**src/sv/htfd_pkg.sv**
```systemverilog
// Shared types, constants and the CRC8 byte update for the sensor frame decoder.
// No dependencies; design files use scoped names, verif files import it.
package htfd_pkg;

  // Frame layout and CRC
  localparam logic [2:0] LAST_POS  = 3'd6;
  localparam logic [7:0] CRC_INIT  = 8'hFF;
  localparam logic [7:0] CRC_POLY  = 8'h31;
  localparam int unsigned BUSY_BIT = 7;
  localparam logic [7:0] CAL_MASK  = 8'h18;

  // Conversion scale factors and temperature offset (0.01 unit steps)
  localparam logic [13:0] HUM_SCALE   = 14'd10000;
  localparam logic [14:0] TEMP_SCALE  = 15'd20000;
  localparam logic [15:0] TEMP_OFFSET = 16'd5000;

  // Result status codes
  typedef enum logic [1:0] {
    FRAME_OK      = 2'd0,
    FRAME_BUSY    = 2'd1,
    FRAME_CRC_ERR = 2'd2
  } frame_status_t;

  // Decoded frame handed from the front end to the conversion back end
  typedef struct packed {
    frame_status_t frame_status;
    logic          needs_calibration;
    logic [19:0]   humidity_raw;
    logic [19:0]   temperature_raw;
  } frame_rec_t;

  // Finished result held in the output register
  typedef struct packed {
    frame_status_t frame_status;
    logic          needs_calibration;
    logic [19:0]   humidity_raw;
    logic [19:0]   temperature_raw;
    logic [13:0]   humidity_centi;
    logic [14:0]   temperature_centi;
  } result_t;

  // CRC8, MSB first, one byte
  function automatic logic [7:0] crc8_byte(input logic [7:0] crc, input logic [7:0] data);
    logic [7:0] c;
    c = crc ^ data;
    for (int b = 0; b < 8; b++) begin
      if (c[7]) begin
        c = {c[6:0], 1'b0} ^ CRC_POLY;
      end else begin
        c = {c[6:0], 1'b0};
      end
    end
    return c;
  endfunction

endpackage

```
**src/sv/htfd_front.sv**
```systemverilog
// Front end: tracks the byte position, runs the CRC and assembles the payload.
// Pushes one decoded frame record per CRC byte. Depends on htfd_pkg.
module htfd_front (
  input  logic                  clk,
  input  logic                  rst,
  input  logic                  in_valid,
  output logic                  in_ready,
  input  logic [7:0]            data_byte,
  input  logic                  frame_start,
  input  logic                  queue_full,
  output logic                  push,
  output htfd_pkg::frame_rec_t  rec
);

  logic [2:0]  byte_position;
  logic [7:0]  running_crc;
  logic [7:0]  status_hold;
  logic [39:0] payload_shift;

  logic        accept;
  logic [2:0]  pos_eff;
  logic [7:0]  crc_step;

  assign in_ready = !queue_full;
  assign accept   = in_valid && in_ready;
  assign crc_step = htfd_pkg::crc8_byte((pos_eff == 3'd0) ? htfd_pkg::CRC_INIT : running_crc,
                                        data_byte);

  // Resynchronize on a start mark or an out-of-range count
  always_comb begin
    if (frame_start || byte_position > htfd_pkg::LAST_POS) begin
      pos_eff = 3'd0;
    end else begin
      pos_eff = byte_position;
    end
  end

  // Build the frame record on the CRC byte
  always_comb begin
    rec.needs_calibration = (status_hold & htfd_pkg::CAL_MASK) != htfd_pkg::CAL_MASK;
    rec.humidity_raw      = payload_shift[39:20];
    rec.temperature_raw   = payload_shift[19:0];
    priority if (status_hold[htfd_pkg::BUSY_BIT]) begin
      rec.frame_status = htfd_pkg::FRAME_BUSY;
    end else if (running_crc != data_byte) begin
      rec.frame_status = htfd_pkg::FRAME_CRC_ERR;
    end else begin
      rec.frame_status = htfd_pkg::FRAME_OK;
    end
  end

  assign push = accept && (pos_eff == htfd_pkg::LAST_POS);

  // Advance the position and the CRC
  always_ff @(posedge clk) begin
    if (rst) begin
      byte_position <= 3'd0;
      running_crc   <= htfd_pkg::CRC_INIT;
    end else if (accept) begin
      if (pos_eff == htfd_pkg::LAST_POS) begin
        byte_position <= 3'd0;
        running_crc   <= htfd_pkg::CRC_INIT;
      end else begin
        byte_position <= pos_eff + 3'd1;
        running_crc   <= crc_step;
      end
    end
  end

  // Capture the status byte and shift in the payload
  always_ff @(posedge clk) begin
    if (accept) begin
      if (pos_eff == 3'd0) begin
        status_hold   <= data_byte;
        payload_shift <= '0;
      end else if (pos_eff != htfd_pkg::LAST_POS) begin
        payload_shift <= {payload_shift[31:0], data_byte};
      end
    end
  end

  a_push_has_room: assert property (@(posedge clk) disable iff (rst) push |-> !queue_full)
    else $error("frame record pushed into a full queue");

endmodule

```
**src/sv/htfd_queue.sv**
```systemverilog
// Short FIFO of decoded frame records between the front end and the back end.
// Depends on htfd_pkg for the record type.
module htfd_queue #(
  parameter int DEPTH = 4
) (
  input  logic                  clk,
  input  logic                  rst,
  input  logic                  push,
  input  htfd_pkg::frame_rec_t  push_rec,
  output logic                  full,
  input  logic                  pop,
  output logic                  not_empty,
  output htfd_pkg::frame_rec_t  head_rec
);

  localparam int IDX_W = (DEPTH > 1) ? $clog2(DEPTH) : 1;
  localparam int CNT_W = $clog2(DEPTH + 1);
  localparam logic [IDX_W-1:0] LAST_IDX = IDX_W'(DEPTH - 1);
  localparam logic [CNT_W-1:0] FULL_CNT = CNT_W'(DEPTH);

  htfd_pkg::frame_rec_t mem [DEPTH];
  logic [IDX_W-1:0] wr_ptr;
  logic [IDX_W-1:0] rd_ptr;
  logic [CNT_W-1:0] count;

  assign full      = (count == FULL_CNT);
  assign not_empty = (count != '0);
  assign head_rec  = mem[rd_ptr];

  // Store the pushed record
  always_ff @(posedge clk) begin
    if (push) begin
      mem[wr_ptr] <= push_rec;
    end
  end

  // Advance pointers and fill count
  always_ff @(posedge clk) begin
    if (rst) begin
      wr_ptr <= '0;
      rd_ptr <= '0;
      count  <= '0;
    end else begin
      if (push) begin
        wr_ptr <= (wr_ptr == LAST_IDX) ? '0 : wr_ptr + IDX_W'(1);
      end
      if (pop) begin
        rd_ptr <= (rd_ptr == LAST_IDX) ? '0 : rd_ptr + IDX_W'(1);
      end
      if (push && !pop) begin
        count <= count + CNT_W'(1);
      end else if (pop && !push) begin
        count <= count - CNT_W'(1);
      end
    end
  end

  a_count_bound: assert property (@(posedge clk) disable iff (rst) count <= FULL_CNT)
    else $error("queue fill count beyond depth");
  a_pop_nonempty: assert property (@(posedge clk) disable iff (rst) pop |-> not_empty)
    else $error("pop from an empty queue");

endmodule

```
**src/sv/htfd_back.sv**
```systemverilog
// Back end: scales the raw values to 0.01 units in two stages and holds the result.
// Stage one registers the products, stage two is the output register. Depends on htfd_pkg.
module htfd_back (
  input  logic                  clk,
  input  logic                  rst,
  input  logic                  rec_valid,
  input  htfd_pkg::frame_rec_t  rec,
  output logic                  pop,
  output logic                  out_valid,
  input  logic                  out_ready,
  output htfd_pkg::result_t     result
);

  logic                  s1_valid;
  htfd_pkg::frame_rec_t  s1_rec;
  logic [33:0]           hum_prod;
  logic [34:0]           tmp_prod;

  logic                  out_take;
  logic                  s1_take;
  logic [15:0]           tmp_diff;

  assign out_take = !out_valid || out_ready;
  assign s1_take  = !s1_valid || out_take;
  assign pop      = rec_valid && s1_take;

  // Stage one: multiply by the scale factors
  always_ff @(posedge clk) begin
    if (rst) begin
      s1_valid <= 1'b0;
    end else if (s1_take) begin
      s1_valid <= rec_valid;
    end
  end

  always_ff @(posedge clk) begin
    if (pop) begin
      s1_rec   <= rec;
      hum_prod <= 34'(rec.humidity_raw) * 34'(htfd_pkg::HUM_SCALE);
      tmp_prod <= 35'(rec.temperature_raw) * 35'(htfd_pkg::TEMP_SCALE);
    end
  end

  // Floor by the shift, then remove the temperature offset
  assign tmp_diff = {1'b0, tmp_prod[34:20]} - htfd_pkg::TEMP_OFFSET;

  // Stage two: output register, hold while stalled
  always_ff @(posedge clk) begin
    if (rst) begin
      out_valid <= 1'b0;
    end else if (out_take) begin
      out_valid <= s1_valid;
    end
  end

  always_ff @(posedge clk) begin
    if (s1_valid && out_take) begin
      result.frame_status      <= s1_rec.frame_status;
      result.needs_calibration <= s1_rec.needs_calibration;
      result.humidity_raw      <= s1_rec.humidity_raw;
      result.temperature_raw   <= s1_rec.temperature_raw;
      result.humidity_centi    <= hum_prod[33:20];
      result.temperature_centi <= tmp_diff[14:0];
    end
  end

  a_s1_holds: assert property (@(posedge clk) disable iff (rst)
                               (s1_valid && !out_take) |=> s1_valid)
    else $error("stage one item lost while output stalled");

endmodule

```
**src/sv/humidity_temp_frame_decoder.sv**
```systemverilog
// Top level of the humidity and temperature sensor frame decoder.
// Instantiates htfd_front, htfd_queue and htfd_back; depends on htfd_pkg.
//
//   channel   direction  width  contents
//   s_axis    in         8+1    one frame byte, tuser = start of frame
//   m_axis    out        72     one decoded result per seven-byte frame
//
// One byte is accepted every cycle while the record queue has room.
// After its CRC byte is accepted, a record is written to the queue, then loaded
// into the product register, then into the output register, where the result
// is offered; a stalled output can hold it in any of these.
// Reset clears the byte position, the CRC, the queue and both valid flags.
// A stalled output fills the stage registers and then the queue (QUEUE_DEPTH
// frames) before s_axis_tready drops; the input side never waits on the output
// while room is left.
module humidity_temp_frame_decoder #(
  parameter int QUEUE_DEPTH = 4
) (
  input  logic        clk,
  input  logic        rst,
  input  logic        s_axis_tvalid,
  output logic        s_axis_tready,
  input  logic [7:0]  s_axis_tdata,   // [7:0] data_byte
  input  logic        s_axis_tuser,   // [0] frame_start
  output logic        m_axis_tvalid,
  input  logic        m_axis_tready,
  output logic [71:0] m_axis_tdata    // [1:0] frame_status, [2] needs_calibration,
                                      // [22:3] humidity_raw, [42:23] temperature_raw,
                                      // [56:43] humidity_centi, [71:57] temperature_centi
);

  logic                  push;
  logic                  queue_full;
  logic                  queue_not_empty;
  logic                  pop;
  htfd_pkg::frame_rec_t  front_rec;
  htfd_pkg::frame_rec_t  head_rec;
  htfd_pkg::result_t     result;

  htfd_front u_front (
    .clk         (clk),
    .rst         (rst),
    .in_valid    (s_axis_tvalid),
    .in_ready    (s_axis_tready),
    .data_byte   (s_axis_tdata),
    .frame_start (s_axis_tuser),
    .queue_full  (queue_full),
    .push        (push),
    .rec         (front_rec)
  );

  htfd_queue #(
    .DEPTH (QUEUE_DEPTH)
  ) u_queue (
    .clk       (clk),
    .rst       (rst),
    .push      (push),
    .push_rec  (front_rec),
    .full      (queue_full),
    .pop       (pop),
    .not_empty (queue_not_empty),
    .head_rec  (head_rec)
  );

  htfd_back u_back (
    .clk       (clk),
    .rst       (rst),
    .rec_valid (queue_not_empty),
    .rec       (head_rec),
    .pop       (pop),
    .out_valid (m_axis_tvalid),
    .out_ready (m_axis_tready),
    .result    (result)
  );

  // Pack the result, first field in the lowest bits
  assign m_axis_tdata = {result.temperature_centi, result.humidity_centi,
                         result.temperature_raw, result.humidity_raw,
                         result.needs_calibration, result.frame_status};

endmodule

```
**config.mk**
```make
export PLATFORM = sky130hd
export DESIGN_NAME = humidity_temp_frame_decoder
export DESIGN_NICKNAME = d
export VERILOG_FILES = /design/src/sv/htfd_pkg.sv /design/src/sv/htfd_front.sv /design/src/sv/htfd_queue.sv /design/src/sv/htfd_back.sv /design/src/sv/humidity_temp_frame_decoder.sv
export SDC_FILE = /design/constraint.sdc
export NUM_CORES = 1
export LEC_CHECK = 0
export BUFFER_PORTS_ARGS = -buffer_cell sky130_fd_sc_hd__buf_2
export CORE_UTILIZATION = 55
export CTS_CLUSTER_SIZE = 28
export DETAILED_ROUTE_END_ITERATION = 16
export PLACE_DENSITY = 0.72
export SYNTH_ARGS = -nofsm -noshare
export SYNTH_HDL_FRONTEND = slang
export SYNTH_SLANG_ARGS = --single-unit
export TNS_END_PERCENT = 20
```
**constraint.sdc**
```tcl
create_clock -name clk -period 10.6 [get_ports clk]
set_input_delay 2.12 -clock clk [delete_from_list [all_inputs] [get_ports clk]]
set_output_delay 2.12 -clock clk [all_outputs]
set_load 0.01 [all_outputs]
```
# Word-level counts from Yosys, hierarchy flattened
# Memory sizes are Yosys's and may differ from the RTL's. A register that Yosys moved wholly into a read port is not among the register bits.
# Cells that the tools add are included.
# Widths: inputs -> output; s select.
totals:
  output_inout_bits: 74
  ramBits: 172
  register_bits: 243
  wordCells: 90
  inputBits: 13
  n_memories: 1
memory_table:
  columns: ["memory", "words", "width", "rd", "rd_clocked_by_memory_dff", "write_ports", "line", "rtl"]
  rows:
  - ["u_queue.mem", 4, 43, 1, 1, 1, "htfd_queue.sv:21", "htfd_pkg::frame_rec_t mem [DEPTH];"]
op_classes:
  eq_ne: 7
  n_mux: 23
  bitwise_logic: 9
  addsub: 6
  multipliers: 2
  reduce_logical: 20
  n_lt_le_gt_ge: 1
op_table:
  columns: ["op", "count"]
  rows:
  - ["$mul 20x10->30 const B", 2]
  - ["$mux 6", 8]
  - ["$mux 40", 1]
  - ["$not 3->3", 8]
  - ["$mux 8", 2]
  - ["$sub 15x13->15 const B", 1]
  - ["$mux 2", 6]
  - ["$mux 3", 4]
  - ["$ne 8x8->1", 1]
  - ["$xor 8x8->8", 1]
  - ["$add 3x1->3 const B", 2]
  - ["$eq 3x3->1 const B", 2]
  - ["$logic_and 1x1->1", 6]
  - ["$logic_not 1->1", 5]
  - ["$add 2x1->2 const B", 2]
  - ["$eq 2x2->1 const B", 2]
  - ["$reduce_and 2->1", 2]
  - ["$reduce_bool 2->1", 2]
  - ["$gt 3x3->1 const B", 1]
  - ["$logic_not 3->1", 1]
  - ["$logic_or 1x1->1", 3]
  - ["$ne 3x3->1 const B", 1]
  - ["$reduce_bool 3->1", 1]
  - ["$sub 3x1->3 const B", 1]
  - ["other kinds (2)", 3]

# Depth between registers and ports, before layout
logic_depth:
  word_depth: 23
  depth_mapped: 20

# Hierarchy
# A second synthesis with hierarchy kept.
hier_totals:
  cells_unflattened: 1323
  area_unflattened_um2: 19687.6
modules_own_cells:
  columns: ["mod", "cells_per_inst", "area_per_inst_um2", "instances", "seq_area_each_um2"]
  rows:
  - ["htfd_back", 856, 10493.8, 1, 4364.2]
  - ["htfd_queue", 269, 6701.4, 1, 5345.1]
  - ["htfd_front", 198, 2492.4, 1, 1511.4]

# Worst setup path after synthesis
# OpenSTA, ideal clock, no wires.
synth_timing:
  path_kind: "input-to-reg"
  start: "input m_axis_tready"
  end: "register u_queue.count[2]"
  required_ps: 10529
  path_buffers: 0
  path_stages: 9
  arrival_ps: 7314
  setup_slack_ps: 3215
  setup_time_ps: 71
  path_cell_list: "nor2b_1 > a21oi_1 > inv_1 > ha_1 > inv_1 > fa_1 > xor2_1 > or3_1 > a21oi_1"
synth_between:
  elab_chain_cells: 6
  elab_cells_between_ends: 8
  classes_between: "mux: 1; reduce/logical: 7"
synth_rtl:
  columns: ["item", "line", "rtl"]
  rows:
  - ["start, declared", "humidity_temp_frame_decoder.sv:26", "input logic m_axis_tready,"]
  - ["$logic_or 1x1->1 (*)", "htfd_back.sv:23", "assign out_take = !out_valid || out_ready;"]
  - ["$logic_or 1x1->1 (*)", "htfd_back.sv:24", "assign s1_take = !s1_valid || out_take;"]
  - ["$logic_and 1x1->1 (*)", "htfd_back.sv:25", "assign pop = rec_valid && s1_take;"]
  - ["named net pop", "humidity_temp_frame_decoder.sv:35", "logic pop;"]
  - ["$logic_not 1->1", "htfd_queue.sv:50", "if (push && !pop) begin"]
  - ["$logic_and 1x1->1", "htfd_queue.sv:50", null]
  - ["$mux 3 or $reduce_bool 2->1 (tied branches)", null, null]
  - ["end signal, assigned", "htfd_queue.sv:51", "count <= count + CNT_W'(1);"]
  - ["end signal, assigned", "htfd_queue.sv:53", "count <= count - CNT_W'(1);"]
  - ["end, declared", "htfd_queue.sv:24", "logic [CNT_W-1:0] count;"]
# The timed path passes the listed nets; every way through them passes the cells marked *.
# A chain may end at the register's enable or synchronous reset.

==> out/metrics.yaml <==
grt_max_degree: 75
cp-end-kind: "register"
path_cells: "buf_4 > mux4_2 > ha_1 > xor2_1 > ha_1 > inv_1 > fa_1 > inv_1 > ha_1 > fa_1 > ha_1 > and4_1 > a21boi_0 > or3_4 > o21a_1 > a31o_1 > a221o_1 > xor2_1"
path_class: "reg2reg"
synthesis.nets: 1567
fin_crit_ns: 6.69
drive_above_1_share_pct: 15.0
cts_tree: "built"
dp_slack_ns: 3.86
die_width_um: 191
syn_area_um2: 19600
rrSetupSlack_ns: 3.91
postCtsSetupBuffers: 0
place.gp.congestion: 0.888
core_um2: 34800
io-pin-count: 87
start_util_pct: 56.2
max_freq_mhz: 150
vias: 10200
wl_met1_um: 15500
rsz0062_at_grt: "false"
initialDrtViolationCount: 629
highest_layer: "met4"
dr_wl_met3_um: 1560
cts_resized: 0
maxCapViolations: 0
max-slew-margin-rel_pct: 22.8
hold_viol_final: 0
fin_skew_ns: 0.0211
routedWlPerCell_um: 17.6
tns_ns: 0
viasPerCell: 5.37
synth_edf_count: 359
clk_path_buf_depth: 3
syn_avg_cell_area_um2: 15.1
fin_crit_sh_pct: 63.1
fill_cells: 2561
cts.clk_slew.worst_paths_ns: 0.06
grt_overflow: 0
crit_arrival_ns: 6.97
synth_top_area_share_pct: 55.1
most-common-layout-cells: "edfxtp_1, inv_1, ha_1"
path_common_cell: "ha_1"
clk_latency_ns: 0.55
mostFrequentLayoutCell: "edfxtp_1"
dieArea_um2: 36300
synthArstFlopShare_pct: 0
antenna_cells: 0
yosys-top-cells-area: "edfxtp_1, ha_1, fa_1"
crit_path_max_fanout: 28
status: "complete, no violations"
hpwl_um: 23000
ys.flop_type: "edfxtp_1"
portBuffers: 86
crit_required_ns: 10.89
yosysWarnings: 0
setup_violations: 0
ys_ff_latch: 381
synth.largest_area_cell: "edfxtp_1"
grt_pass1_wl_um: 53500
slowest_stage: "dfxtp_2"
clockRootBuffer: "clkbuf_16"
num-nets-final: 1685
grt_usage_pct: 19.1
ys_seq_area_share_pct: 57.3
slowest_delay_ns: 0.80
dr_wl_met2_um: 15500
row_count: 68
syn_inst: 1294
synthToLayoutAreaGrowth_pct: 11.9
cts_sinks: 381
grt_pass1_vias: 10400
cts_buffers: 40
drcViolationCount: 0
fin_ws_ns: 3.91
ys_types: 62
die_h_um: 191
hp-class: "reg2reg"
slew_viol_final: 0
h-tree-depth: 2
worst_pin_slew_ns: 1.15
ant_nets: 0
finalWirelength_um: 33300
antenna_found_initial: 0
drt_first_pass_iters: 5
holdBufCountCts: 0
cp-start-kind: "register"
[final timing paths]
| kind | from | endpoint | cells past startpoint |
|---|---|---|---|
| max | register | u_back.tmp_prod[28] | 18 |
| min | u_back.s1_rec[29] | u_back.result[58] | 0 |
| max reg2reg | register | u_back.tmp_prod[28] | 18 |
| min reg2reg | u_back.s1_rec[29] | u_back.result[58] | 0 |
[Yosys cell counts, types with 5 or more instances]
| cell | number |
|---|---|
| a21o_1 | 18 |
| a21oi_1 | 40 |
| and2_1 | 46 |
| and3_1 | 9 |
| clkbuf_1 | 15 |
| dfxtp_1 | 22 |
| edfxtp_1 | 359 |
| fa_1 | 88 |
| ha_1 | 172 |
| inv_1 | 195 |
| mux4_2 | 46 |
| nand2_1 | 24 |
| nand2b_1 | 7 |
| nand3_1 | 8 |
| nor2_1 | 43 |
| nor3_1 | 10 |
| nor4_1 | 8 |
| o21a_1 | 10 |
| o21ai_0 | 16 |
| o22ai_1 | 5 |
| or3_1 | 6 |
| xnor2_1 | 34 |
| xor2_1 | 37 |
[area by class of cell]
class	count	area, µm²	share of cell area, %
multi-input combinational	698	7560	34.5
tap	455	569	2.60
clock inverter	23	213	0.971
sequential	381	11200	51.3
clock buffer	50	1090	4.98
inverter	195	732	3.34
timing repair buffer	96	505	2.31
[through the flow]
step	utilization, %	instances	cell area [µm²]	hold WS [ns]
global placement	59.2	1825	20600	0.401
global route	62.9	1898	21900	0.423
floorplan	-	1294	19600	0.400
detailed placement	59.2	1825	20600	0.405
CTS	62.9	1898	21900	0.414
finish	62.9	1898	21900	0.415
[layer usage]
metal | track usage [%] | up-vias
met5 | 0 | -
met4 | 5.82 | 0
met3 | 3.26 | 53
met2 | 31.0 | 238
met1 | 26.6 | 4992
li1 | - | 4911
[flip-flops by register name (all words and copies together) (netlist names), 8 cells and up, named ones only]
name / cells
u_queue.mem: 172
u_back.s1_rec: 43
u_back.tmp_prod: 15
u_front.payload_shift: 40
u_front.running_crc: 8
u_back.result: 72
u_back.hum_prod: 14
[logic make-up (layout without fill, tap and decap cells)]
kind of cell | after synthesis | after routing | synth area share, %
AND/OR/NAND/NOR | 181 | 181 | 4.96
AO/OA/AOI/OAI | 135 | 135 | 4.60
multiplexers | 49 | 49 | 5.53
adder cells (fa/ha/maj) | 260 | 260 | 20.0
buffers and inverters | 215 | 364 | 4.16
XOR/XNOR | 73 | 73 | 3.41
flip-flops | 381 | 381 | 57.3
[worst max-delay path, delay by kind of cell, from the launching register on]
kind | cells | cell delay (ns)
compound gates | 4 | 0.99
xor+xnor | 2 | 0.32
fa+ha+maj | 6 | 2.32
buf+inv | 3 | 0.69
flops | 1 | 0.80
mux | 1 | 0.70
simple gates | 2 | 0.61
Power is left out: the tool's default activity adds up to more than one toggle a clock period on the data nets, which glitch-free logic cannot reach.
